`config.mk`:
```
export PLATFORM = sky130hd
export DESIGN_NAME = sfr_queue
export DESIGN_NICKNAME = d
export VERILOG_FILES = /design/src/sv/sfr_pkg.sv /design/src/sv/sfr_queue.sv
export SDC_FILE = /design/constraint.sdc
export NUM_CORES = 1
export LEC_CHECK = 0
export BUFFER_PORTS_ARGS = -buffer_cell sky130_fd_sc_hd__buf_2
export CORE_MARGIN = 2
export CORE_UTILIZATION = 50
export CTS_CLUSTER_DIAMETER = 120
export DETAILED_ROUTE_END_ITERATION = 8
export PLACE_DENSITY = 0.71
export REMOVE_ABC_BUFFERS = 1
export SLEW_MARGIN = 10
export SYNTH_ARGS = -nofsm -noshare
export SYNTH_HDL_FRONTEND = slang
export SYNTH_SLANG_ARGS = --single-unit
```
`constraint.sdc`:
```
create_clock -name clk -period 2.1 [get_ports clk]
set_input_delay 0.105 -clock clk [delete_from_list [all_inputs] [get_ports clk]]
set_output_delay 0.105 -clock clk [all_outputs]
set_load 0.02 [all_outputs]
```
`src/sv/sfr_pkg.sv`:
```
package sfr_pkg;

  // command codes on the func field
  localparam logic [2:0] FUNC_BOX   = 3'd0;
  localparam logic [2:0] FUNC_CTRI  = 3'd1;
  localparam logic [2:0] FUNC_RTRI  = 3'd2;
  localparam logic [2:0] FUNC_HLINE = 3'd3;
  localparam logic [2:0] FUNC_VLINE = 3'd4;
  localparam logic [2:0] FUNC_READ  = 3'd5;

  // work kinds after classification
  localparam logic [2:0] KIND_BOX  = 3'd0;
  localparam logic [2:0] KIND_CTRI = 3'd1;
  localparam logic [2:0] KIND_RTRI = 3'd2;
  localparam logic [2:0] KIND_READ = 3'd3;
  localparam logic [2:0] KIND_NONE = 3'd4;

  // result status codes
  localparam logic [1:0] STATUS_DRAWN  = 2'd0;
  localparam logic [1:0] STATUS_REJECT = 2'd1;
  localparam logic [1:0] STATUS_READ   = 2'd2;

  // configuration register indexes
  localparam logic REG_ACTIVE_WIDTH  = 1'b0;
  localparam logic REG_ACTIVE_HEIGHT = 1'b1;

  localparam logic [6:0] ACTIVE_RESET = 7'd64;

  // field widths
  localparam int POS_W   = 6;
  localparam int LEN_W   = 7;
  localparam int COLOR_W = 8;
  localparam int NUM_W   = 14;

  localparam int QUEUE_DEPTH = 4;

  typedef struct packed {
    logic [2:0]         kind;
    logic [POS_W-1:0]   x;
    logic [POS_W-1:0]   y;
    logic [LEN_W-1:0]   w;
    logic [LEN_W-1:0]   h;
    logic [COLOR_W-1:0] color;
  } cmd_entry_t;

  typedef struct packed {
    logic             start;
    logic [NUM_W-1:0] num;
    logic [LEN_W-1:0] den;
  } div_req_t;

  typedef struct packed {
    logic             done;
    logic [LEN_W-1:0] quot;
  } div_rsp_t;

endpackage

```
`src/sv/sfr_queue.sv`:
```
module sfr_queue (
  input  logic               clk,
  input  logic               rst,
  input  logic               push,
  input  sfr_pkg::cmd_entry_t push_entry,
  output logic               full,
  input  logic               pop,
  output sfr_pkg::cmd_entry_t head,
  output logic               empty
);
  import sfr_pkg::*;

  localparam int PTR_W = (QUEUE_DEPTH > 1) ? $clog2(QUEUE_DEPTH) : 1;
  localparam int CNT_W = $clog2(QUEUE_DEPTH + 1);

  cmd_entry_t       entries [QUEUE_DEPTH];
  logic [PTR_W-1:0] wr_ptr;
  logic [PTR_W-1:0] rd_ptr;
  logic [CNT_W-1:0] count;

  assign full  = (count == CNT_W'(QUEUE_DEPTH));
  assign empty = (count == '0);
  assign head  = entries[rd_ptr];

  // storage
  always_ff @(posedge clk) begin
    if (push) begin
      entries[wr_ptr] <= push_entry;
    end
  end

  // pointers and fill count
  always_ff @(posedge clk) begin
    if (rst) begin
      wr_ptr <= '0;
      rd_ptr <= '0;
      count  <= '0;
    end else begin
      if (push) begin
        wr_ptr <= (wr_ptr == PTR_W'(QUEUE_DEPTH - 1)) ? '0 : wr_ptr + PTR_W'(1);
      end
      if (pop) begin
        rd_ptr <= (rd_ptr == PTR_W'(QUEUE_DEPTH - 1)) ? '0 : rd_ptr + PTR_W'(1);
      end
      if (push && !pop) begin
        count <= count + CNT_W'(1);
      end else if (pop && !push) begin
        count <= count - CNT_W'(1);
      end
    end
  end

endmodule

```
==> out/metrics.cfg <==
[logic_synthesis]
ys.flop_type = edfxtp_1
syn_area_per_cell_um2 = 24.6
synth-seq-cells = 157
ys_warn_count = 0
synth_area_leader_cell = edfxtp_1
synth_edf_count = 148
async_flop_share = 0
syn_inst = 237
yosys.area.top_type_share = 0.762
synth_commonest_cells = edfxtp_1 (148), mux4_2 (30), dfxtp_1 (9)
ys_top_cells_by_area = edfxtp_1 (76%), mux4_2 (12%), mux4_1 (3.2%), dfxtp_1 (3.1%), ha_1 (1.3%)
synth.distinct_cells = 20
yosysMostFrequentCell = edfxtp_1
yosysSeqAreaShare = 0.792
netlist_area_um2 = 5840

[die]
num_rows = 39
core_area_um2 = 11400
boundaryPins = 80
die_width_um = 112
dieArea_um2 = 12600
start_util = 0.511
die_y_um = 112

[timing]
relSlewSlack = 0.766
setup_tns_ns = 0
rsz0062_at_grt = false
drv_slew = 0
finalCritPeriodShare = 0.907
maxClockFrequency_mhz = 525
fin_crit_ns = 1.90
fin_skew_ns = 0.00471
setup_viol = 0
hold_viol_final = 0
tightest_slew_ns = 0.350

[power]
power.density_nw_per_um2 = 972
leakagePower_nw = 2.60
peakVddDrop_uv = 850
p_total_mw = 7.16

[layout]
fin_cells = 531
drive_gt1_frac = 0.384
design_area_um2 = 7360
syn_to_final_growth_pct = 26.2
nNetsFinal = 424
antenna_cells = 0
utilization = 0.645

[routing]
drc = 0
drt-pass1-iter-count = 5
m1WireLength_um = 4160
vias = 2781
wl_met3_um = 477
route.met2.wl_um = 4960
top_layer_used = met4
via_per_inst = 5.24
drtIter0Drc = 186
drtAntennaViolNets = 0
wirelength_um = 9740
wl_per_cell_um = 18.3

[critical_path]
critPathCaptureType = output pin
crit_buf_inv = 2
critPathKind = reg2out
slowest_stage = mux4_1
crit_path_cell_trace = buf_12 > mux4_1 > buf_2
crit_path_max_incr_delay_ns = 0.59
crit_arrival_ns = 1.80
start_kind = register
crit_fanout = 29
cp.required_ns = 2.00
cp_top_family = multiplexers

[placement]
portBuffers = 79
gp_congestion = 0.693
dp_cells = 462
post-dp-hpwl_um = 5830
post_dp_cell_area_um2 = 6450

[grt]
grt_pass1_wl_um = 15300
antenna_found_initial = 0
grtUsageTotal = 0.167
grt_max_degree = 38
grt_pass1_vias = 2999
overflow = 0

[clock_network]
numClockSinks = 157
tritoncts.num_buffers = 17
clk_path_buf_depth = 2
cts-root-buf = clkbuf_16
clkTransAtPathRegs_ns = 0.06
insertion_delay_ns = 0.42
h-tree-depth = 4
cts_tree = built

[flow_run]
max_cap_violations = 0

[outcome]
outcome = finished clean

[hold_path]
hold_path.class = in2reg

==> tightest hold or removal path, stage by stage <==
cell and delay (ns):
buf_2 0.15, mux2i_1 0.09, nor2_1 0.07
==> cells in the final DEF (no fill, tap or decap), types with 2 or more instances in the layout <==
cell / count
xor2_1: 2
ha_1: 6
mux4_1: 7
buf_4: 8
nor3b_1: 2
bufinv_16: 2
mux4_2: 30
nor2_1: 7
inv_1: 4
clkbuf_1: 3
dfxtp_2: 2
buf_12: 3
buf_2: 79
a21oi_1: 2
edfxtp_1: 148
clkbuf_16: 17
and2_2: 4
dfxtp_1: 7
mux2i_1: 4
dlygate4sd3_1: 38
clkinv_1: 5
clkinv_2: 3
==> stage by stage <==
| stage | setup WS [ns] | hold slack [ns] |
|---|---|---|
| 2_1_floorplan | -0.386 | 0.174 |
| 4_1_cts | 0.153 | 0.0209 |
| 3_5_place_dp | 0.477 | 0.322 |
| 6_report | 0.196 | 0.0353 |
| 3_3_place_gp | 0.566 | 0.316 |
| 5_1_grt | 0.103 | 0.0532 |
==> routing by layer <==
metal / global-route usage / vias to the layer above
met1: 0.215 / 1414
met3: 0.0583 / 15
li1: - / 1278
met2: 0.266 / 74
met5: 0 / -
met4: 0.0659 / 0
==> cell families (layout without fill, tap and decap cells) <==
group	Yosys count	in the layout	share of synthesized area
muxes	41	41	0.154
and+or+nand+nor	15	15	0.0133
adders and majority gates	7	7	0.0163
AOI/OAI and AO/OA	3	3	0.00257
buffers and inverters	12	163	0.0182
DFF	157	157	0.792
xor gates and xnor gates	2	2	0.00300
==> registers in the layout, summed over array words and instances, names as in the netlist, named ones only <==
name and count:
count 3, rd_ptr 2, entries 148, wr_ptr 2
==> where the power goes <==
part | total (mW) | switching [mW] | internal, mW
Sequential | 3.63 | 0.0438 | 3.58
Clock | 2.79 | 1.08 | 1.71
Combinational | 0.742 | 0.407 | 0.336
==> final timing paths <==
kind	start	to	slack [ns]	depth (start not counted)
setup / recovery	register	head[28]	0.20	3
hold / removal	push	wr_ptr[0]	0.04	3
setup reg to reg	count[0]	count[2]	0.61	4
hold reg to reg	count[2]	count[2]	0.52	2
==> what timing repair did <==
item | 4_1_cts | 5_1_grt
endpoints found under the hold margin | 157 | 0
setup buffers | 0 | 0
resized for setup | 0 | 0
hold buffers | 38 | 0
==> layout make-up <==
cell class | count | area (µm²)
tap | 143 | 179
timing repair buffer | 128 | 896
sequential | 157 | 4630
multi-input combinational | 68 | 1110
fill | 775 | 4050
clock inverter | 11 | 101
clock buffer | 20 | 437
inverter | 4 | 15.0
(Power assumes the default switching activity.)
