--- src/sv/sfr_pkg.sv ---
package sfr_pkg;

  // command codes on the func field
  localparam logic [2:0] FUNC_BOX   = 3'd0;
  localparam logic [2:0] FUNC_CTRI  = 3'd1;
  localparam logic [2:0] FUNC_RTRI  = 3'd2;
  localparam logic [2:0] FUNC_HLINE = 3'd3;
  localparam logic [2:0] FUNC_VLINE = 3'd4;
  localparam logic [2:0] FUNC_READ  = 3'd5;

  // work kinds after classification
  localparam logic [2:0] KIND_BOX  = 3'd0;
  localparam logic [2:0] KIND_CTRI = 3'd1;
  localparam logic [2:0] KIND_RTRI = 3'd2;
  localparam logic [2:0] KIND_READ = 3'd3;
  localparam logic [2:0] KIND_NONE = 3'd4;

  // result status codes
  localparam logic [1:0] STATUS_DRAWN  = 2'd0;
  localparam logic [1:0] STATUS_REJECT = 2'd1;
  localparam logic [1:0] STATUS_READ   = 2'd2;

  // configuration register indexes
  localparam logic REG_ACTIVE_WIDTH  = 1'b0;
  localparam logic REG_ACTIVE_HEIGHT = 1'b1;

  localparam logic [6:0] ACTIVE_RESET = 7'd64;

  // field widths
  localparam int POS_W   = 6;
  localparam int LEN_W   = 7;
  localparam int COLOR_W = 8;
  localparam int NUM_W   = 14;

  localparam int QUEUE_DEPTH = 4;

  typedef struct packed {
    logic [2:0]         kind;
    logic [POS_W-1:0]   x;
    logic [POS_W-1:0]   y;
    logic [LEN_W-1:0]   w;
    logic [LEN_W-1:0]   h;
    logic [COLOR_W-1:0] color;
  } cmd_entry_t;

  typedef struct packed {
    logic             start;
    logic [NUM_W-1:0] num;
    logic [LEN_W-1:0] den;
  } div_req_t;

  typedef struct packed {
    logic             done;
    logic [LEN_W-1:0] quot;
  } div_rsp_t;

endpackage

--- src/sv/sfr_div.sv ---
module sfr_div (
  input  logic              clk,
  input  logic              rst,
  input  sfr_pkg::div_req_t req,
  output sfr_pkg::div_rsp_t rsp
);
  import sfr_pkg::*;

  localparam int CNT_W = $clog2(NUM_W + 1);

  logic             busy;
  logic             done;
  logic [CNT_W-1:0] cnt;
  logic [LEN_W-1:0] rem;
  logic [LEN_W-1:0] den;
  logic [NUM_W-1:0] quo;
  logic [LEN_W:0]   shifted;
  logic             qbit;
  logic [LEN_W-1:0] rem_next;

  // one restoring step per cycle
  assign shifted  = {rem, quo[NUM_W-1]};
  assign qbit     = (shifted >= {1'b0, den});
  assign rem_next = qbit ? LEN_W'(shifted - {1'b0, den}) : shifted[LEN_W-1:0];

  // control
  always_ff @(posedge clk) begin
    if (rst) begin
      busy <= 1'b0;
      done <= 1'b0;
      cnt  <= '0;
    end else begin
      done <= 1'b0;
      if (req.start) begin
        busy <= 1'b1;
        cnt  <= CNT_W'(NUM_W);
      end else if (busy) begin
        cnt <= cnt - CNT_W'(1);
        if (cnt == CNT_W'(1)) begin
          busy <= 1'b0;
          done <= 1'b1;
        end
      end
    end
  end

  // datapath
  always_ff @(posedge clk) begin
    if (req.start) begin
      rem <= '0;
      quo <= req.num;
      den <= req.den;
    end else if (busy) begin
      rem <= rem_next;
      quo <= {quo[NUM_W-2:0], qbit};
    end
  end

  assign rsp.done = done;
  assign rsp.quot = quo[LEN_W-1:0];

endmodule

--- config.mk ---
export PLATFORM = sky130hd
export DESIGN_NAME = sfr_div
export DESIGN_NICKNAME = d
export VERILOG_FILES = /design/src/sv/sfr_pkg.sv /design/src/sv/sfr_div.sv
export SDC_FILE = /design/constraint.sdc
export NUM_CORES = 1
export LEC_CHECK = 0
export BUFFER_PORTS_ARGS = -buffer_cell sky130_fd_sc_hd__buf_2
export CAP_MARGIN = 20
export CORE_MARGIN = 2
export CORE_UTILIZATION = 45
export CTS_BUF_LIST = sky130_fd_sc_hd__clkbuf_4
export CTS_CLUSTER_DIAMETER = 30
export CTS_CLUSTER_SIZE = 16
export DETAILED_ROUTE_END_ITERATION = 7
export PLACE_DENSITY_LB_ADDON = 0.12
export REMOVE_ABC_BUFFERS = 1
export SLEW_MARGIN = 40
export SYNTH_ARGS = -nofsm -noshare
export SYNTH_HDL_FRONTEND = slang
export SYNTH_SLANG_ARGS = --single-unit
--- constraint.sdc ---
create_clock -name clk -period 2.6 [get_ports clk]
set_input_delay 0.13 -clock clk [delete_from_list [all_inputs] [get_ports clk]]
set_output_delay 0.13 -clock clk [all_outputs]
set_load 0.02 [all_outputs]
==> results.md <==
- Number of levels in the clock H-tree: 2
- Reg area: 890.9 sq um
- Cell count after synthesis: about 180
- Clock-pin transition on the worst setup and hold timing paths: ~0.10 ns
- Final period demand of the worst path: 2.105 ns
- Largest cells by area after synthesis: sky130_fd_sc_hd__edfxtp_1, sky130_fd_sc_hd__dfxtp_1, sky130_fd_sc_hd__mux2_2, sky130_fd_sc_hd__ha_1, sky130_fd_sc_hd__buf_4
- Total CTS buffers: 5
- Total placed cells including tap cells: 245
- Start point of the critical path: den[0]
- Count of pins on the block boundary: 32
- Critical Path AT: 2.35 ns
- Clock Sinks: 34
- HP Start: rst
- Placer Congestion: 0.8121
- Critical Path Source Type: flip-flop
- Largest net degree at the start of global routing: 19
- Average via count per standard cell: 5.638
- Wire length of the first global-routing pass: roughly 6600 um
- Rows: 24
- Antenna violations before repair: 0
- Leakage power figure: 0.9355 nW
- Area occupied by multi-input gates: 924.6 sq um
- Final Hold Violating Endpoints: 0
- Antenna diode instance count: 0
- Worst rel slew slack: about 77%
- Root buffer selected by CTS: sky130_fd_sc_hd__clkbuf_4
- Half-perimeter wire length after placement: 2781 um
- Average cell area after synthesis: 11.22 sq um
- Biggest area consumer among synthesized cells: sky130_fd_sc_hd__edfxtp_1
- Fraction of final layout cells sized beyond drive strength 1: 33.17%
- Cell family with most CP delay: compound AO/OA/AOI/OAI gates
- Bufs on Longest Clock Path: 2
- Category of the worst setup path capture point: flip-flop
- DRC violations left: 0
- Via Count: between 1000 and 1500
- CP max FO: 4
- Worst VDD drop: 0.3920 mV
- Delay of the slowest cell on the worst path: 0.41 ns
- Master of the slowest instance on the critical path: sky130_fd_sc_hd__fa_1
- Netlist area before placement: 1963 sq um
- Antenna-violating nets left: 0
- Most used standard cells in the synthesized netlist: sky130_fd_sc_hd__edfxtp_1, sky130_fd_sc_hd__mux2_2, sky130_fd_sc_hd__dfxtp_1, sky130_fd_sc_hd__inv_1
- Final std cells w/o fill: 260
- Setup slack on the worst flop-to-flop path: 0.49 ns
- Most instantiated library cell after synthesis: sky130_fd_sc_hd__edfxtp_1
- Critical path class: reg -> reg
- Hold Path Class: in -> reg
- Pwr dens: 541.5 nW/um^2
- Status: complete, no violations
- Clock tree from TritonCTS: done
- Share of the synthesized area in the top cell type: around 32%
- Width of the die: 70.05 um
- Final count of pins violating max slew: 0
- Crit-path cells: ha_1, fa_1, nand2b_2, a211oi_2, o311ai_1, a311oi_1
- Slew @ Worst Pin: 0.3332 ns
- Via count of the first global-routing pass: 1480
- Data required time at the worst endpoint: 2.84 ns
- All-layer global routing usage: 16.88%
- Setup total negative slack: 0 ns
- DR pass1 iterations: 4
- Effective utilization at floorplan: ~46%
- Count of buffer and inverter cells on the critical path: 0
- Filler Cell Count: slightly above 400
- Gr ovfl total: 0
- Core footprint: 4264 sq um
- Critical R2R Launch: den[0]
- RSZ-0062 raised after global routing: false
- Total Nets Final: between 200 and 250
- Top flip-flop cell by instance count after synthesis: sky130_fd_sc_hd__edfxtp_1
- Portion of the clock cycle consumed by the worst path in the final layout: between 80% and 90%
- Total of buffers placed on input and output ports: 31
- Clock tree skew after final layout: 0.006165 ns
- Total die area: between 4000 and 5000 sq um
- Number of unique standard cell types used by synthesis: 48
- Number of flops mapped to enable cells by yosys: 21
- Post-synthesis register bit count: 34
- Number of maximum-capacitance constraint violations: 0
- Final Routed Wirelength: 3783 um
- Synth warnings: 0
- Drt first-iter violations: 65
- Maximum clock rate: 475.1 MHz
- Ys async rst share: 0%
- Chip height: 70.05 um
- Skew-Pair Late Insertion Delay: 0.33 ns
- Seq/Total Area, Yosys: between 40% and 50%
- Average wire length per cell after detail routing: 14.55 um
- Final Setup Violations: 0
- Area Overhead vs Synth: 13.26%
- Total of cells resized after clock tree synthesis: 0
==> area by class of cell <==
type	count	area share, %
clock buffer	6	2.026
clock inverter	2	0.3939
inverter	13	2.195
multi-input combinational	113	41.59
sequential	34	40.07
tap	52	2.926
timing repair buffer	40	10.80
==> path summary, 6_finish.rpt <==
check	end	cells after the start
worst max-delay path	rem[2]	6
worst min-delay path	cnt[1]	2
worst max register to register	rem[2]	6
worst min register to register	rem[1]	2
==> flip-flops by register name, indices dropped and copies added, names as in the netlist <==
signal and cells:
den 7, cnt 4, rem 7, quo 14
busy 1, done 1
==> cell usage in the layout (no fill, tap or decap), types with 3 or more instances in the layout <==
cell type,instances
sky130_fd_sc_hd__inv_1,13
sky130_fd_sc_hd__nor2_1,3
sky130_fd_sc_hd__o31ai_1,4
sky130_fd_sc_hd__dfxtp_1,13
sky130_fd_sc_hd__nor3b_1,8
sky130_fd_sc_hd__and3_1,3
sky130_fd_sc_hd__o311ai_1,3
sky130_fd_sc_hd__or2_2,3
sky130_fd_sc_hd__nand2_1,6
sky130_fd_sc_hd__mux2_2,14
sky130_fd_sc_hd__clkbuf_4,6
sky130_fd_sc_hd__nand2b_1,3
sky130_fd_sc_hd__nor3_1,5
sky130_fd_sc_hd__dlygate4sd3_1,7
sky130_fd_sc_hd__a41oi_1,4
sky130_fd_sc_hd__ha_1,9
sky130_fd_sc_hd__o21ai_0,4
sky130_fd_sc_hd__nor2b_1,4
sky130_fd_sc_hd__a21oi_1,5
sky130_fd_sc_hd__edfxtp_1,21
sky130_fd_sc_hd__xnor2_1,4
sky130_fd_sc_hd__buf_2,31
==> worst reg2reg max path: stages (launching register included) <==
cell	delay (ns)
sky130_fd_sc_hd__edfxtp_1	0.38
sky130_fd_sc_hd__ha_1	0.23
sky130_fd_sc_hd__fa_1	0.41
sky130_fd_sc_hd__nand2b_2	0.24
sky130_fd_sc_hd__a211oi_2	0.32
sky130_fd_sc_hd__o311ai_1	0.16
sky130_fd_sc_hd__a311oi_1	0.28
==> logic make-up (layout without fill, tap and decap cells) <==
kind of cell / Yosys count / count (layout) / share of synthesized area, %
simple gates: 48 / 48 / 15.42
compound gates: 36 / 36 / 14.66
mux: 14 / 14 / 8.031
flops: 34 / 34 / 45.38
xor+xnor: 5 / 5 / 2.231
buf+inv: 28 / 61 / 7.521
fa+ha+maj: 10 / 10 / 6.756
==> stage by stage <==
step                      area, sq um  hold slack, ns  utilization (%)  setup WS (ns)  power [mW]
after global routing             2223         0.01420            52.14         0.3487       1.280
after global placement           2100          0.3076            49.24         0.6082      0.9135
after floorplan                  1864          0.1991                -         0.6659      0.8401
after detailed placement         2100          0.3084            49.24         0.5185      0.9236
after CTS                        2223         0.01743            52.14         0.4962       1.215
final                            2223         0.03309            52.14         0.4950       1.204
==> metal layers <==
layer	share of wire [%]	GRT usage (%)	up-vias
li1	-	-	710
met1	44	20.74	714
met2	50	28.25	34
met3	3.9	4.473	8
met4	1.9	6.624	0
met5	0	0	-
==> report_power, final <==
| part | switching (mW) | leakage [nW] | total, mW | internal [mW] |
|---|---|---|---|---|
| Sequential | 0.0247 | 0.317 | 0.650 | 0.625 |
| Combinational | 0.146 | 0.586 | 0.271 | 0.125 |
| Clock | 0.171 | 0.0331 | 0.283 | 0.112 |
| Total | 0.341 | 0.936 | 1.20 | 0.863 |
==> timing repair <==
item,CTS,global route
endpoints found under the setup margin,0,0
setup buffers,0,0
hold buffers,7,0
endpoints found under the hold margin,7,0
No activity file was read; power rests on OpenSTA's default activity.
