$ cat config.mk
export PLATFORM = sky130hd
export DESIGN_NAME = sfr_front_flat
export DESIGN_NICKNAME = d
export VERILOG_FILES = /design/src/sv/sfr_pkg.sv /design/src/sv/sfr_channels.sv /design/src/sv/sfr_front.sv /design/src/flat_wrapper.sv
export SDC_FILE = /design/constraint.sdc
export NUM_CORES = 1
export LEC_CHECK = 0
export ABC_AREA = 1
export BUFFER_PORTS_ARGS = -buffer_cell sky130_fd_sc_hd__buf_4
export CAP_MARGIN = 5
export CORE_UTILIZATION = 50
export DETAILED_ROUTE_END_ITERATION = 7
export PLACE_DENSITY = 0.9
export SLEW_MARGIN = 0
export SYNTH_ARGS = -nofsm -noshare
export SYNTH_HDL_FRONTEND = slang
export SYNTH_SLANG_ARGS = --single-unit
$ cat constraint.sdc
create_clock -name clk -period 5.42 [get_ports clk]
set_input_delay 0 -clock clk [delete_from_list [all_inputs] [get_ports clk]]
set_output_delay 0 -clock clk [all_outputs]
set_load 0.01 [all_outputs]
$ cat src/sv/sfr_pkg.sv
package sfr_pkg;

  // command codes on the func field
  localparam logic [2:0] FUNC_BOX   = 3'd0;
  localparam logic [2:0] FUNC_CTRI  = 3'd1;
  localparam logic [2:0] FUNC_RTRI  = 3'd2;
  localparam logic [2:0] FUNC_HLINE = 3'd3;
  localparam logic [2:0] FUNC_VLINE = 3'd4;
  localparam logic [2:0] FUNC_READ  = 3'd5;

  // work kinds after classification
  localparam logic [2:0] KIND_BOX  = 3'd0;
  localparam logic [2:0] KIND_CTRI = 3'd1;
  localparam logic [2:0] KIND_RTRI = 3'd2;
  localparam logic [2:0] KIND_READ = 3'd3;
  localparam logic [2:0] KIND_NONE = 3'd4;

  // result status codes
  localparam logic [1:0] STATUS_DRAWN  = 2'd0;
  localparam logic [1:0] STATUS_REJECT = 2'd1;
  localparam logic [1:0] STATUS_READ   = 2'd2;

  // configuration register indexes
  localparam logic REG_ACTIVE_WIDTH  = 1'b0;
  localparam logic REG_ACTIVE_HEIGHT = 1'b1;

  localparam logic [6:0] ACTIVE_RESET = 7'd64;

  // field widths
  localparam int POS_W   = 6;
  localparam int LEN_W   = 7;
  localparam int COLOR_W = 8;
  localparam int NUM_W   = 14;

  localparam int QUEUE_DEPTH = 4;

  typedef struct packed {
    logic [2:0]         kind;
    logic [POS_W-1:0]   x;
    logic [POS_W-1:0]   y;
    logic [LEN_W-1:0]   w;
    logic [LEN_W-1:0]   h;
    logic [COLOR_W-1:0] color;
  } cmd_entry_t;

  typedef struct packed {
    logic             start;
    logic [NUM_W-1:0] num;
    logic [LEN_W-1:0] den;
  } div_req_t;

  typedef struct packed {
    logic             done;
    logic [LEN_W-1:0] quot;
  } div_rsp_t;

endpackage

$ cat src/sv/sfr_channels.sv
interface sfr_cmd_if;
  logic       valid;
  logic       ready;
  logic [2:0] func;
  logic [5:0] pos_x;
  logic [5:0] pos_y;
  logic [6:0] span_w;
  logic [6:0] span_h;
  logic [7:0] color;

  modport source (output valid, func, pos_x, pos_y, span_w, span_h, color, input ready);
  modport sink (input valid, func, pos_x, pos_y, span_w, span_h, color, output ready);
endinterface


$ cat src/sv/sfr_front.sv
module sfr_front #(
  parameter int FRAME_WIDTH  = 64,
  parameter int FRAME_HEIGHT = 64
) (
  input  logic                clk,
  input  logic                rst,
  input  logic                cfg_wr_en,
  input  logic                cfg_wr_index,
  input  logic [6:0]          cfg_wr_data,
  input  logic                clearing,
  sfr_cmd_if.sink             cmd,
  output logic                push,
  output sfr_pkg::cmd_entry_t push_entry,
  input  logic                full
);
  import sfr_pkg::*;

  localparam int WCAP = (FRAME_WIDTH < 127) ? FRAME_WIDTH : 127;
  localparam int HCAP = (FRAME_HEIGHT < 127) ? FRAME_HEIGHT : 127;

  logic [LEN_W-1:0] active_width;
  logic [LEN_W-1:0] active_height;
  logic [LEN_W-1:0] aw;
  logic [LEN_W-1:0] ah;
  logic             shape_ok;
  logic [LEN_W-1:0] px;
  logic [LEN_W-1:0] py;

  // configuration registers
  always_ff @(posedge clk) begin
    if (rst) begin
      active_width  <= ACTIVE_RESET;
      active_height <= ACTIVE_RESET;
    end else if (cfg_wr_en) begin
      unique case (cfg_wr_index)
        REG_ACTIVE_WIDTH:  active_width  <= cfg_wr_data;
        REG_ACTIVE_HEIGHT: active_height <= cfg_wr_data;
        default: ;
      endcase
    end
  end

  // active size clamped to the frame
  assign aw = (active_width > LEN_W'(WCAP)) ? LEN_W'(WCAP) : active_width;
  assign ah = (active_height > LEN_W'(HCAP)) ? LEN_W'(HCAP) : active_height;

  assign px = {1'b0, cmd.pos_x};
  assign py = {1'b0, cmd.pos_y};

  assign shape_ok = ((8'(cmd.pos_x) + 8'(cmd.span_w)) < 8'(aw)) &&
                    ((8'(cmd.pos_y) + 8'(cmd.span_h)) < 8'(ah));

  // classify: lines become boxes one pixel thick across the active size, failures carry no work
  always_comb begin
    push_entry       = '0;
    push_entry.kind  = KIND_NONE;
    push_entry.x     = cmd.pos_x;
    push_entry.y     = cmd.pos_y;
    push_entry.w     = cmd.span_w;
    push_entry.h     = cmd.span_h;
    push_entry.color = cmd.color;
    unique case (cmd.func)
      FUNC_BOX: begin
        if (shape_ok) push_entry.kind = KIND_BOX;
      end
      FUNC_CTRI: begin
        if (shape_ok) push_entry.kind = KIND_CTRI;
      end
      FUNC_RTRI: begin
        if (shape_ok) push_entry.kind = KIND_RTRI;
      end
      FUNC_HLINE: begin
        if (py < ah) begin
          push_entry.kind = KIND_BOX;
          push_entry.x    = '0;
          push_entry.w    = aw;
          push_entry.h    = LEN_W'(1);
        end
      end
      FUNC_VLINE: begin
        if (px < aw) begin
          push_entry.kind = KIND_BOX;
          push_entry.y    = '0;
          push_entry.w    = LEN_W'(1);
          push_entry.h    = ah;
        end
      end
      FUNC_READ: begin
        if (px < aw && py < ah) push_entry.kind = KIND_READ;
      end
      default: push_entry.kind = KIND_NONE;
    endcase
  end

  assign cmd.ready = !clearing && !full;
  assign push      = cmd.valid && cmd.ready;

endmodule

$ cat src/flat_wrapper.sv
// flat-port wrapper written by rule: the top's interface ports become plain ports
module sfr_front_flat import sfr_pkg::*;
#(
  parameter int FRAME_WIDTH  = 64,
  parameter int FRAME_HEIGHT = 64
)
  (clk, rst, cfg_wr_en, cfg_wr_index, cfg_wr_data, clearing, push, push_entry, full, cmd_valid, cmd_func, cmd_pos_x, cmd_pos_y, cmd_span_w, cmd_span_h, cmd_color, cmd_ready);
  sfr_cmd_if cmd_i ();
  input  logic clk;
  input  logic rst;
  input  logic cfg_wr_en;
  input  logic cfg_wr_index;
  input  logic [6:0] cfg_wr_data;
  input  logic clearing;
  output logic push;
  output sfr_pkg::cmd_entry_t push_entry;
  input  logic full;
  input wire logic [$bits(cmd_i.valid)-1:0] cmd_valid;
  input wire logic [$bits(cmd_i.func)-1:0] cmd_func;
  input wire logic [$bits(cmd_i.pos_x)-1:0] cmd_pos_x;
  input wire logic [$bits(cmd_i.pos_y)-1:0] cmd_pos_y;
  input wire logic [$bits(cmd_i.span_w)-1:0] cmd_span_w;
  input wire logic [$bits(cmd_i.span_h)-1:0] cmd_span_h;
  input wire logic [$bits(cmd_i.color)-1:0] cmd_color;
  output wire logic [$bits(cmd_i.ready)-1:0] cmd_ready;
  assign cmd_i.valid = cmd_valid;
  assign cmd_i.func = cmd_func;
  assign cmd_i.pos_x = cmd_pos_x;
  assign cmd_i.pos_y = cmd_pos_y;
  assign cmd_i.span_w = cmd_span_w;
  assign cmd_i.span_h = cmd_span_h;
  assign cmd_i.color = cmd_color;
  assign cmd_ready = cmd_i.ready;
  sfr_front #(.FRAME_WIDTH(FRAME_WIDTH), .FRAME_HEIGHT(FRAME_HEIGHT)) u_core (.clk(clk), .rst(rst), .cfg_wr_en(cfg_wr_en), .cfg_wr_index(cfg_wr_index), .cfg_wr_data(cfg_wr_data), .clearing(clearing), .cmd(cmd_i), .push(push), .push_entry(push_entry), .full(full));
endmodule
==> qor.log, run 1 <==
qor: route.ant_nets 0
qor: clocking.clock_sinks 14
qor: synthesis.ys_seq_elements 14
qor: place.portBuffers 73
qor: clocking.clock_tree.buffer_depth 2
qor: worst_setup_path.crit_slowest_cell sky130_fd_sc_hd__dfxtp_1
qor: layout.layout.cell_area.non_filler 0.00270 mm^2
qor: layout.post_layout_nonfiller_instances 449
qor: pwr.seq_power_share 25.6%
qor: pwr.power.switching 0.175 mW
qor: worst_setup_path.worst_r2r_startpoint u_core.active_height[6]
qor: timing.clock-skew-final 0 ns
qor: route.detailedRoute.firstIterationViolations 107
qor: synthesis.cell_area_synth 0.00212 mm^2
qor: worst_setup_path.worstPathArrival 2.54 ns
qor: grt.track_usage 25.2%
qor: worst_setup_path.r2r_end u_core.active_height[6]
qor: floorplanning.core 0.00403 mm^2
qor: worst_setup_path.crit_path_max_incr_delay 0.32 ns
qor: pwr.internal_power 0.273 mW
qor: worst_setup_path.path_class flop to output port
qor: worst_setup_path.critical_path_cell_by_cell nor2_1 -> nand3_1 -> nand2_1 -> nand2_1 -> ha_1 -> a21oi_1 -> nor2_1 -> a21oi_2 -> nand2_2 -> nand2_2 -> nand3_2 -> nand2_1 -> o21ai_0 -> buf_4
qor: min_path.min-delay-path-class input port to output port
qor: floorplanning.start_util 52.5%
qor: grt.grt_max_degree 16
qor: route.detailroute.via_count 2316
qor: synthesis.synthDistinctLibCells 33
qor: clocking.cts_root_buffer sky130_fd_sc_hd__clkbuf_8
qor: clocking.cts.repair.resized 0
qor: floorplanning.top_level_ports 90
qor: min_path.holdCritStartpoint cmd_color[5]
qor: layout.nFillCells 352
qor: clocking.post-cts-setup-buffers 0
qor: route.drc_errors 0
qor: worst_setup_path.critPathTopFamily simple AND/OR/NAND/NOR gates
qor: place.dp_cells 442
qor: synthesis.post-synth-top-area-cell sky130_fd_sc_hd__ha_1
qor: synthesis.synth_fp_nets 419
qor: grt.grt_antenna_before_repair 0
qor: route.totalWireLength 5440 um
qor: worst_setup_path.reg2reg_setup_slack 4.65 ns
qor: route.wire_per_inst 12.1 um
qor: synthesis.synth_top_area_share 20.1%
qor: timing.grt_setup_unrepaired false
qor: pwr.netSwitchingFraction 39.1%
qor: worst_setup_path.cp_data_required_time 5.42 ns
qor: synthesis.yosysWarnings 0
qor: pwr.clock_power_share 19.3%
qor: timing.finalSetupViolations 0
qor: worst_setup_path.type_of_element_launching_the_critical_path flop
qor: synthesis.synth_area_per_cell 6.37 um^2
qor: clocking.tritoncts.num_buffers 3
qor: timing.timing.final.crit_share 46.9%
qor: layout.fin_nets 488
qor: clocking.ctsHtreeMaxLevel 1
qor: clocking.tritoncts yes
qor: worst_setup_path.timing.critical_path.mode_cell sky130_fd_sc_hd__nand2_1
qor: timing.layout_min_cycle_time 2.54 ns
qor: timing.worst_slew_pin_slew 0.388 ns
qor: timing.worst_path_setup_slack_after_routing 2.88 ns
qor: pwr.power_density 166 mW/mm^2
qor: run.max-cap-violations 0
qor: synthesis.syn-instance-count 332
qor: place.place_worst_setup_slack 3.10 ns
qor: timing.max_clock_freq 0.394 GHz
qor: timing.timing.final.max_slew_violations 0
qor: worst_setup_path.crit_buf_inv 1
qor: grt.globalRouteMet3Util 2.40%
qor: timing.worst_slew_margin_relative_to_its_limit 74.0%
qor: layout.area_delta_synth_final 27.7%
qor: min_path.timing.hold.worst_path_depth 0
qor: route.drt-vias-per-instance 5.16
qor: place.routabilityCongestion 0.847
qor: grt.gr-usage-met1 29.7%
qor: pwr.peakVddDrop 0.141 mV
qor: layout.diodes 0
qor: place.placed_cell_area 0.00262 mm^2
qor: floorplanning.dieHeight 67.1 um
qor: timing.setup_total_negative_slack 0 ns
qor: worst_setup_path.critPathMaxFanout 12
qor: synthesis.synth-seq-area-share 13.2%
qor: status.run_status finished, final reports clean
qor: timing.hold_viol 0
qor: pwr.combinationalPowerShare 55.2%
qor: layout.post_route_cells_drive_above_1_share 25.8%
qor: floorplanning.floorplan.die.width 67.1 um
qor: pwr.leakagePower 1.49 nW
qor: grt.grt_most_used_layer met2
qor: floorplanning.dieArea 0.00450 mm^2
qor: grt.wire_length_of_the_first_global_routing_pass 8760 um
qor: floorplanning.num_rows 23
qor: grt.first_global_vias 2152
qor: grt.grt_met2_use 44.8%
qor: min_path.worst_hold_path.endpoint push_entry[5]
qor: worst_setup_path.timing.reg2reg.worst_path_depth 2
qor: synthesis.post_synth_main_area_contributors sky130_fd_sc_hd__ha_1, sky130_fd_sc_hd__nand2_1, sky130_fd_sc_hd__dfxtp_1
qor: clocking.cts.clk_slew.worst_paths 0.05 ns
qor: worst_setup_path.end_kind output port
qor: place.place.detailed.hpwl 4510 um
qor: clocking.clkLatencyLatePin 0.25 ns
qor: grt.global_route.overflow_total 0
qor: route.drt-pass1-iter-count 4
==> stage by stage <==
step,hold WS (ns),total power [mW],util [%]
floorplan,0.0429,0.277,-
global placement,0.0000686,0.347,65.1
detailed placement,0.0000686,0.359,65.1
CTS,0.0000686,0.448,67.1
global route,0.0000280,0.487,67.1
finish,0.00000389,0.448,67.1
==> power groups by stage <==
stage / registers [mW] / logic, mW / clock network, mW
after global routing: 0.115 / 0.280 / 0.0919
after CTS: 0.114 / 0.247 / 0.0873
after floorplan: 0.116 / 0.161 / 0
final: 0.115 / 0.247 / 0.0863
after global placement: 0.116 / 0.231 / 0
after detailed placement: 0.117 / 0.242 / 0
==> state kept, by name (all words and copies together), names as in the netlist <==
name                  count
u_core.active_height      7
u_core.active_width       7
==> cells by family (layout without fill, tap and decap cells) <==
family / after synthesis / count (layout) / synth area share (%)
XOR/XNOR: 9 / 9 / 3.73
AND/OR/NAND/NOR: 156 / 156 / 30.9
AO/OA/AOI/OAI: 59 / 59 / 17.0
flip-flops: 14 / 14 / 13.2
buffers and inverters: 58 / 125 / 13.1
adder cells (fa/ha/maj): 36 / 36 / 22.0
==> routing by layer <==
layer	share of wire, %	routed length [um]
met3	4.3	234
met5	0	0
met1	44	2370
met4	2.2	119
met2	50	2720
==> cells in the mapped netlist (all sizes together) <==
cell     number
a21o          1
inv          45
clkbuf        1
a21boi        3
nand4         2
ha           34
nand2        93
o21ai        28
or2           1
a31oi         1
dfxtp        14
buf          12
xor2          4
fa            2
nor3b         1
o211ai        4
nor2         47
o2111ai       2
xnor2         5
nor3          1
nand3        11
a21oi        20
==> cells in the final DEF (no fill, tap or decap), types with 2 or more instances in the layout <==
cell / n
sky130_fd_sc_hd__a21boi_0: 3
sky130_fd_sc_hd__a21oi_1: 18
sky130_fd_sc_hd__a21oi_2: 2
sky130_fd_sc_hd__buf_4: 73
sky130_fd_sc_hd__clkbuf_8: 3
sky130_fd_sc_hd__dfxtp_1: 14
sky130_fd_sc_hd__dlygate4sd3_1: 4
sky130_fd_sc_hd__fa_1: 2
sky130_fd_sc_hd__ha_1: 34
sky130_fd_sc_hd__inv_1: 40
sky130_fd_sc_hd__inv_2: 4
sky130_fd_sc_hd__nand2_1: 85
sky130_fd_sc_hd__nand2_2: 8
sky130_fd_sc_hd__nand3_1: 9
sky130_fd_sc_hd__nand3_2: 2
sky130_fd_sc_hd__nand4_1: 2
sky130_fd_sc_hd__nor2_1: 45
sky130_fd_sc_hd__o2111ai_1: 2
sky130_fd_sc_hd__o211ai_1: 2
sky130_fd_sc_hd__o211ai_2: 2
sky130_fd_sc_hd__o21ai_0: 16
sky130_fd_sc_hd__o21ai_1: 7
sky130_fd_sc_hd__o21ai_2: 5
sky130_fd_sc_hd__xnor2_1: 5
sky130_fd_sc_hd__xor2_1: 4
==> final cells by class <==
type                    count  area [um^2]  share of cell area (%)
inverters                  45          171                    6.34
multi-input cells         260         1560                    57.7
repair buffers             77          588                    21.8
flip-flops and latches     14          280                    10.4
clock buffers               3         41.3                    1.53
well taps                  50         62.6                    2.31
==> how the worst max path moves through the flow <==
stage | from | endpoint | slack [ns] | cells after the start
after detailed placement | cmd_span_h[0] | push_entry[36] | 3.10 | 17
after global routing | u_core.active_width[3] | push_entry[18] | 2.65 | 14
after CTS | u_core.active_width[5] | push_entry[8] | 2.91 | 12
after floorplan | cmd_span_h[0] | push_entry[36] | 3.53 | 15
after global placement | cmd_span_h[0] | push_entry[36] | 3.19 | 17
final | u_core.active_width[5] | push_entry[20] | 2.88 | 14
==> what timing repair did <==
item,CTS,global route
hold buffers,4,0
endpoints found under the hold margin,5,0
setup endpoints to repair,0,0
(Power assumes the default switching activity.)
==> run 2, diff against run 1 <==
- ABC_AREA: 1 -> 0
- CORE_UTILIZATION: 50 -> 44
- PLACE_DENSITY: 0.9 -> 0.86
- clock period: 5.42 -> 2.15 ns (I/O delays scaled with it)
==> run 2 against run 1 <==
The run now ends with negative setup slack left; via count is 9.2% higher; die area rose by 7.2%; cell area is 33% higher; area after synthesis is 5.5% lower; sequential power rose by 150%; power increased to 3.0 times the previous value; utilization is 15 points higher; critical path depth is the same; global-route usage up 0.40 points; synthesized cell count is 26% lower; wire length increased by 53%; critical endpoint is now push_entry[36]; largest power group unchanged.
==> qor.log, run 2 <==
qor: layout.area_delta_synth_final 79.3%
qor: layout.layout.cells.most_common sky130_fd_sc_hd__buf_4
qor: grt.grt_max_degree 25 [+9]
qor: floorplanning.top_level_ports 90 [unchanged]
qor: layout.post_layout_nonfiller_instances 430 [-4.2%]
qor: timing.hold_viol 0 [unchanged]
qor: timing.timing.final.crit_share 146%
qor: pwr.seq_power_share 21.0% [-4.6 points]
qor: synthesis.syn-instance-count 247 [-26%]
qor: worst_setup_path.critPathMaxFanout 3 [-9]
qor: grt.globalRouteMet3Util 3.49% [+1.1 points]
qor: synthesis.synth_area_per_cell 8.09 um^2 [+27%]
qor: layout.post_route_cells_drive_above_1_share 58.5% [+33 points]
qor: floorplanning.dieHeight 69.4 um [+3.5%]
qor: worst_setup_path.path_class input port to output port
qor: timing.worst_path_setup_slack_after_routing -0.989 ns [-3.87 ns]
qor: floorplanning.start_util 45.9% [-6.6 points]
qor: floorplanning.num_rows 24 [+4.3%]
qor: clocking.tritoncts.num_buffers 3 [unchanged]
qor: grt.grt_met2_use 45.5% [+0.77 points]
qor: pwr.internal_power 0.860 mW [+220%]
qor: place.place.detailed.hpwl 4700 um [+4.2%]
qor: place.routabilityCongestion 0.828 [-2.2%]
qor: route.detailroute.via_count 2529 [+9.2%]
qor: grt.grt_most_used_layer met2
qor: synthesis.cell_area_synth 0.00200 mm^2 [-5.5%]
qor: pwr.report.power.total 1.36 mW [+200%]
qor: floorplanning.floorplan.die.width 69.4 um [+3.5%]
qor: timing.layout_min_cycle_time 3.14 ns
qor: clocking.clock_tree.buffer_depth 2 [unchanged]
qor: layout.fin_nets 467 [-4.3%]
qor: worst_setup_path.cp_data_required_time 2.15 ns [-3.27 ns]
qor: floorplanning.core 0.00435 mm^2 [+8.1%]
qor: pwr.peakVddDrop 0.356 mV [+150%]
qor: pwr.power.switching 0.500 mW [+190%]
qor: clocking.ctsHtreeMaxLevel 1 [unchanged]
qor: clocking.clock_sinks 14 [unchanged]
qor: run.max-cap-violations 0 [unchanged]
qor: worst_setup_path.type_of_element_launching_the_critical_path input port
qor: clocking.clkLatencyLatePin 0.24 ns [about the same]
qor: min_path.min-delay-path-class input port to output port
qor: layout.diodes 0 [unchanged]
qor: layout.seq_area 283 um^2 [+0.89%]
qor: route.detailedRoute.firstIterationViolations 208 [+94%]
qor: route.totalWireLength 8340 um [+53%]
qor: synthesis.synthDistinctLibCells 51 [+55%]
qor: status.violations negative setup slack
qor: pwr.power_density 379 mW/mm^2 [+130%]
qor: grt.first_global_vias 2326 [+8.1%]
qor: grt.grt_antenna_before_repair 0 [unchanged]
qor: pwr.combinationalPowerShare 63.9% [+8.7 points]
qor: synthesis.synth_fp_nets 334 [-20%]
qor: route.drt-pass1-iter-count 4 [unchanged]
qor: grt.gr-usage-met1 29.6% [-0.044 points]
qor: clocking.cts_root_buffer sky130_fd_sc_hd__clkbuf_8
qor: timing.timing.final.max_slew_violations 0 [unchanged]
qor: synthesis.synth-seq-area-share 14.0% [+0.77 points]
qor: timing.worst_slew_pin_slew 0.474 ns [+0.0855 ns]
qor: layout.mostFrequentLayoutCells sky130_fd_sc_hd__buf_4, sky130_fd_sc_hd__nand2_1, sky130_fd_sc_hd__ha_1
qor: pwr.leakagePower 1.73 nW [+17%]
qor: synthesis.async_flop_share 0% [unchanged]
qor: layout.multi_input_comb_area 0.00187 mm^2 [+20%]
qor: timing.grt_setup_unrepaired true
qor: place.place_worst_setup_slack -0.860 ns [-3.96 ns]
qor: place.dp_cells 411 [-7.0%]
qor: synthesis.synth_common_cells sky130_fd_sc_hd__nand2_1, sky130_fd_sc_hd__ha_1, sky130_fd_sc_hd__a21oi_1
qor: synthesis.dominantRegCellSynth sky130_fd_sc_hd__dfxtp_1
qor: route.wire_per_inst 19.4 um [+60%]
qor: layout.nFillCells 235 [-33%]
qor: status.run_status complete, but fails checks
qor: place.portBuffers 73 [unchanged]
qor: synthesis.number_of_flops_mapped_to_enable_cells_by_yosys 0 [unchanged]
qor: synthesis.library_cell_with_the_highest_instance_count_after_synthesis sky130_fd_sc_hd__nand2_1
qor: grt.track_usage 25.7% [+0.40 points]
qor: timing.finalSetupViolations 29 [+29]
qor: worst_setup_path.worstPathArrival 3.14 ns [+0.60 ns]
qor: synthesis.post-synth-top-area-cell sky130_fd_sc_hd__ha_1
qor: grt.wire_length_of_the_first_global_routing_pass 10100 um [+15%]
qor: grt.global_route.overflow_total 0 [unchanged]
qor: worst_setup_path.end_kind output port
qor: synthesis.synth_top_area_share 21.3% [+1.2 points]
qor: synthesis.ys_seq_elements 14 [unchanged]
qor: timing.clock-skew-final 0 ns [unchanged]
qor: layout.largest_registers u_core.active_height: 7 flops, u_core.active_width: 7 flops
qor: timing.worst_slew_margin_relative_to_its_limit 68.3% [-5.7 points]
qor: route.drc_errors 0 [unchanged]
qor: synthesis.yosysWarnings 0 [unchanged]
qor: clocking.tritoncts yes
qor: pwr.netSwitchingFraction 36.8% [-2.4 points]
qor: pwr.clock_power_share 15.2% [-4.1 points]
qor: synthesis.post_synth_main_area_contributors sky130_fd_sc_hd__ha_1, sky130_fd_sc_hd__dfxtp_1, sky130_fd_sc_hd__nand2_1
qor: layout.final_core_util 82.4% [+15 points]
qor: floorplanning.dieArea 0.00482 mm^2 [+7.2%]
qor: timing.max_clock_freq 0.319 GHz
qor: route.ant_nets 0 [unchanged]
qor: route.drt-vias-per-instance 5.88 [+14%]
-- run 2: changes by cell type in the layout (fill, tap and decap cells not counted), sizes merged, moves of 4 or more --
cell / change
buf: +67
nand2: -56
nor2: -42
inv: -39
and2: +13
nand3: +10
o21ai: -9
a21o: +6
a21oi: +4
-- run 2: metrics by stage --
step                cell area (um^2)  hold WS, ns  TNS, ns
floorplan                       2030       0.0475    -3.01
global placement                2940    0.0000686    -6.48
detailed placement              2940    0.0000686    -7.47
CTS                             3110    0.0000686   -12.17
global route                    3590    0.0000141   -15.41
finish                          3590   0.00000339   -13.36
-- run 2: final cells by class --
cell class,instances,area share (%)
timing repair buffer,145,36.1
tap,52,1.81
inverter,7,0.942
clock buffer,3,1.15
sequential,14,7.89
multi-input combinational,209,52.1
-- run 2: routing by layer --
layer / up-vias / routed length (um)
met5: - / 0
met4: 0 / 353
met3: 37 / 554
met2: 139 / 4090
met1: 1196 / 3340
li1: 1157 / -
-- run 2: final timing paths --
| check | startpoint | to | slack [ns] | cells after the start |
|---|---|---|---|---|
| worst max-delay path | cmd_span_w[1] | push_entry[36] | -0.99 | 14 |
| worst min-delay path | cmd_color[0] | push_entry[0] | 0.000003 | 0 |
| worst max register to register | u_core.active_width[6] | u_core.active_width[6] | 1.18 | 4 |
| worst min register to register | u_core.active_width[1] | u_core.active_width[1] | 0.47 | 2 |
-- run 2: repair_timing --
| action | in CTS | in global routing |
|---|---|---|
| gates resized for setup | 16 | 81 |
| endpoints found under the setup margin | 28 | 29 |
| hold endpoints to repair | 1 | 0 |
| pin swaps | 5 | 39 |
| hold buffers | 1 | 0 |
| gates cloned | 1 | 4 |
| setup buffers | 4 | 7 |
-- run 2: kinds of logic after synthesis --
logic type	Yosys count	share of synthesized area [%]
fa+ha+maj	36	23.3
xor+xnor	10	4.38
compound gates	72	24.8
buf+inv	24	8.14
flops	14	14.0
simple gates	91	25.3
-- run 2: power by group through the flow --
stage          clock (mW)  combinational (mW)  sequential, mW
2_1_floorplan           0               0.365           0.284
3_3_place_gp            0               0.631           0.285
3_5_place_dp            0               0.658           0.285
4_1_cts             0.213               0.696           0.281
5_1_grt             0.224               0.920           0.286
6_report            0.206               0.869           0.285
-- run 2: critical path, stage by stage --
cell	delay, ns
sky130_fd_sc_hd__buf_4	0.13
sky130_fd_sc_hd__ha_1	0.28
sky130_fd_sc_hd__a21o_1	0.21
sky130_fd_sc_hd__o21ai_1	0.25
sky130_fd_sc_hd__nand2_1	0.11
sky130_fd_sc_hd__xor2_1	0.17
sky130_fd_sc_hd__ha_1	0.33
sky130_fd_sc_hd__a21o_1	0.20
sky130_fd_sc_hd__a2111oi_2	0.38
sky130_fd_sc_hd__o211ai_1	0.15
sky130_fd_sc_hd__a311o_1	0.36
sky130_fd_sc_hd__o31ai_1	0.25
sky130_fd_sc_hd__a21oi_1	0.14
sky130_fd_sc_hd__buf_4	0.17
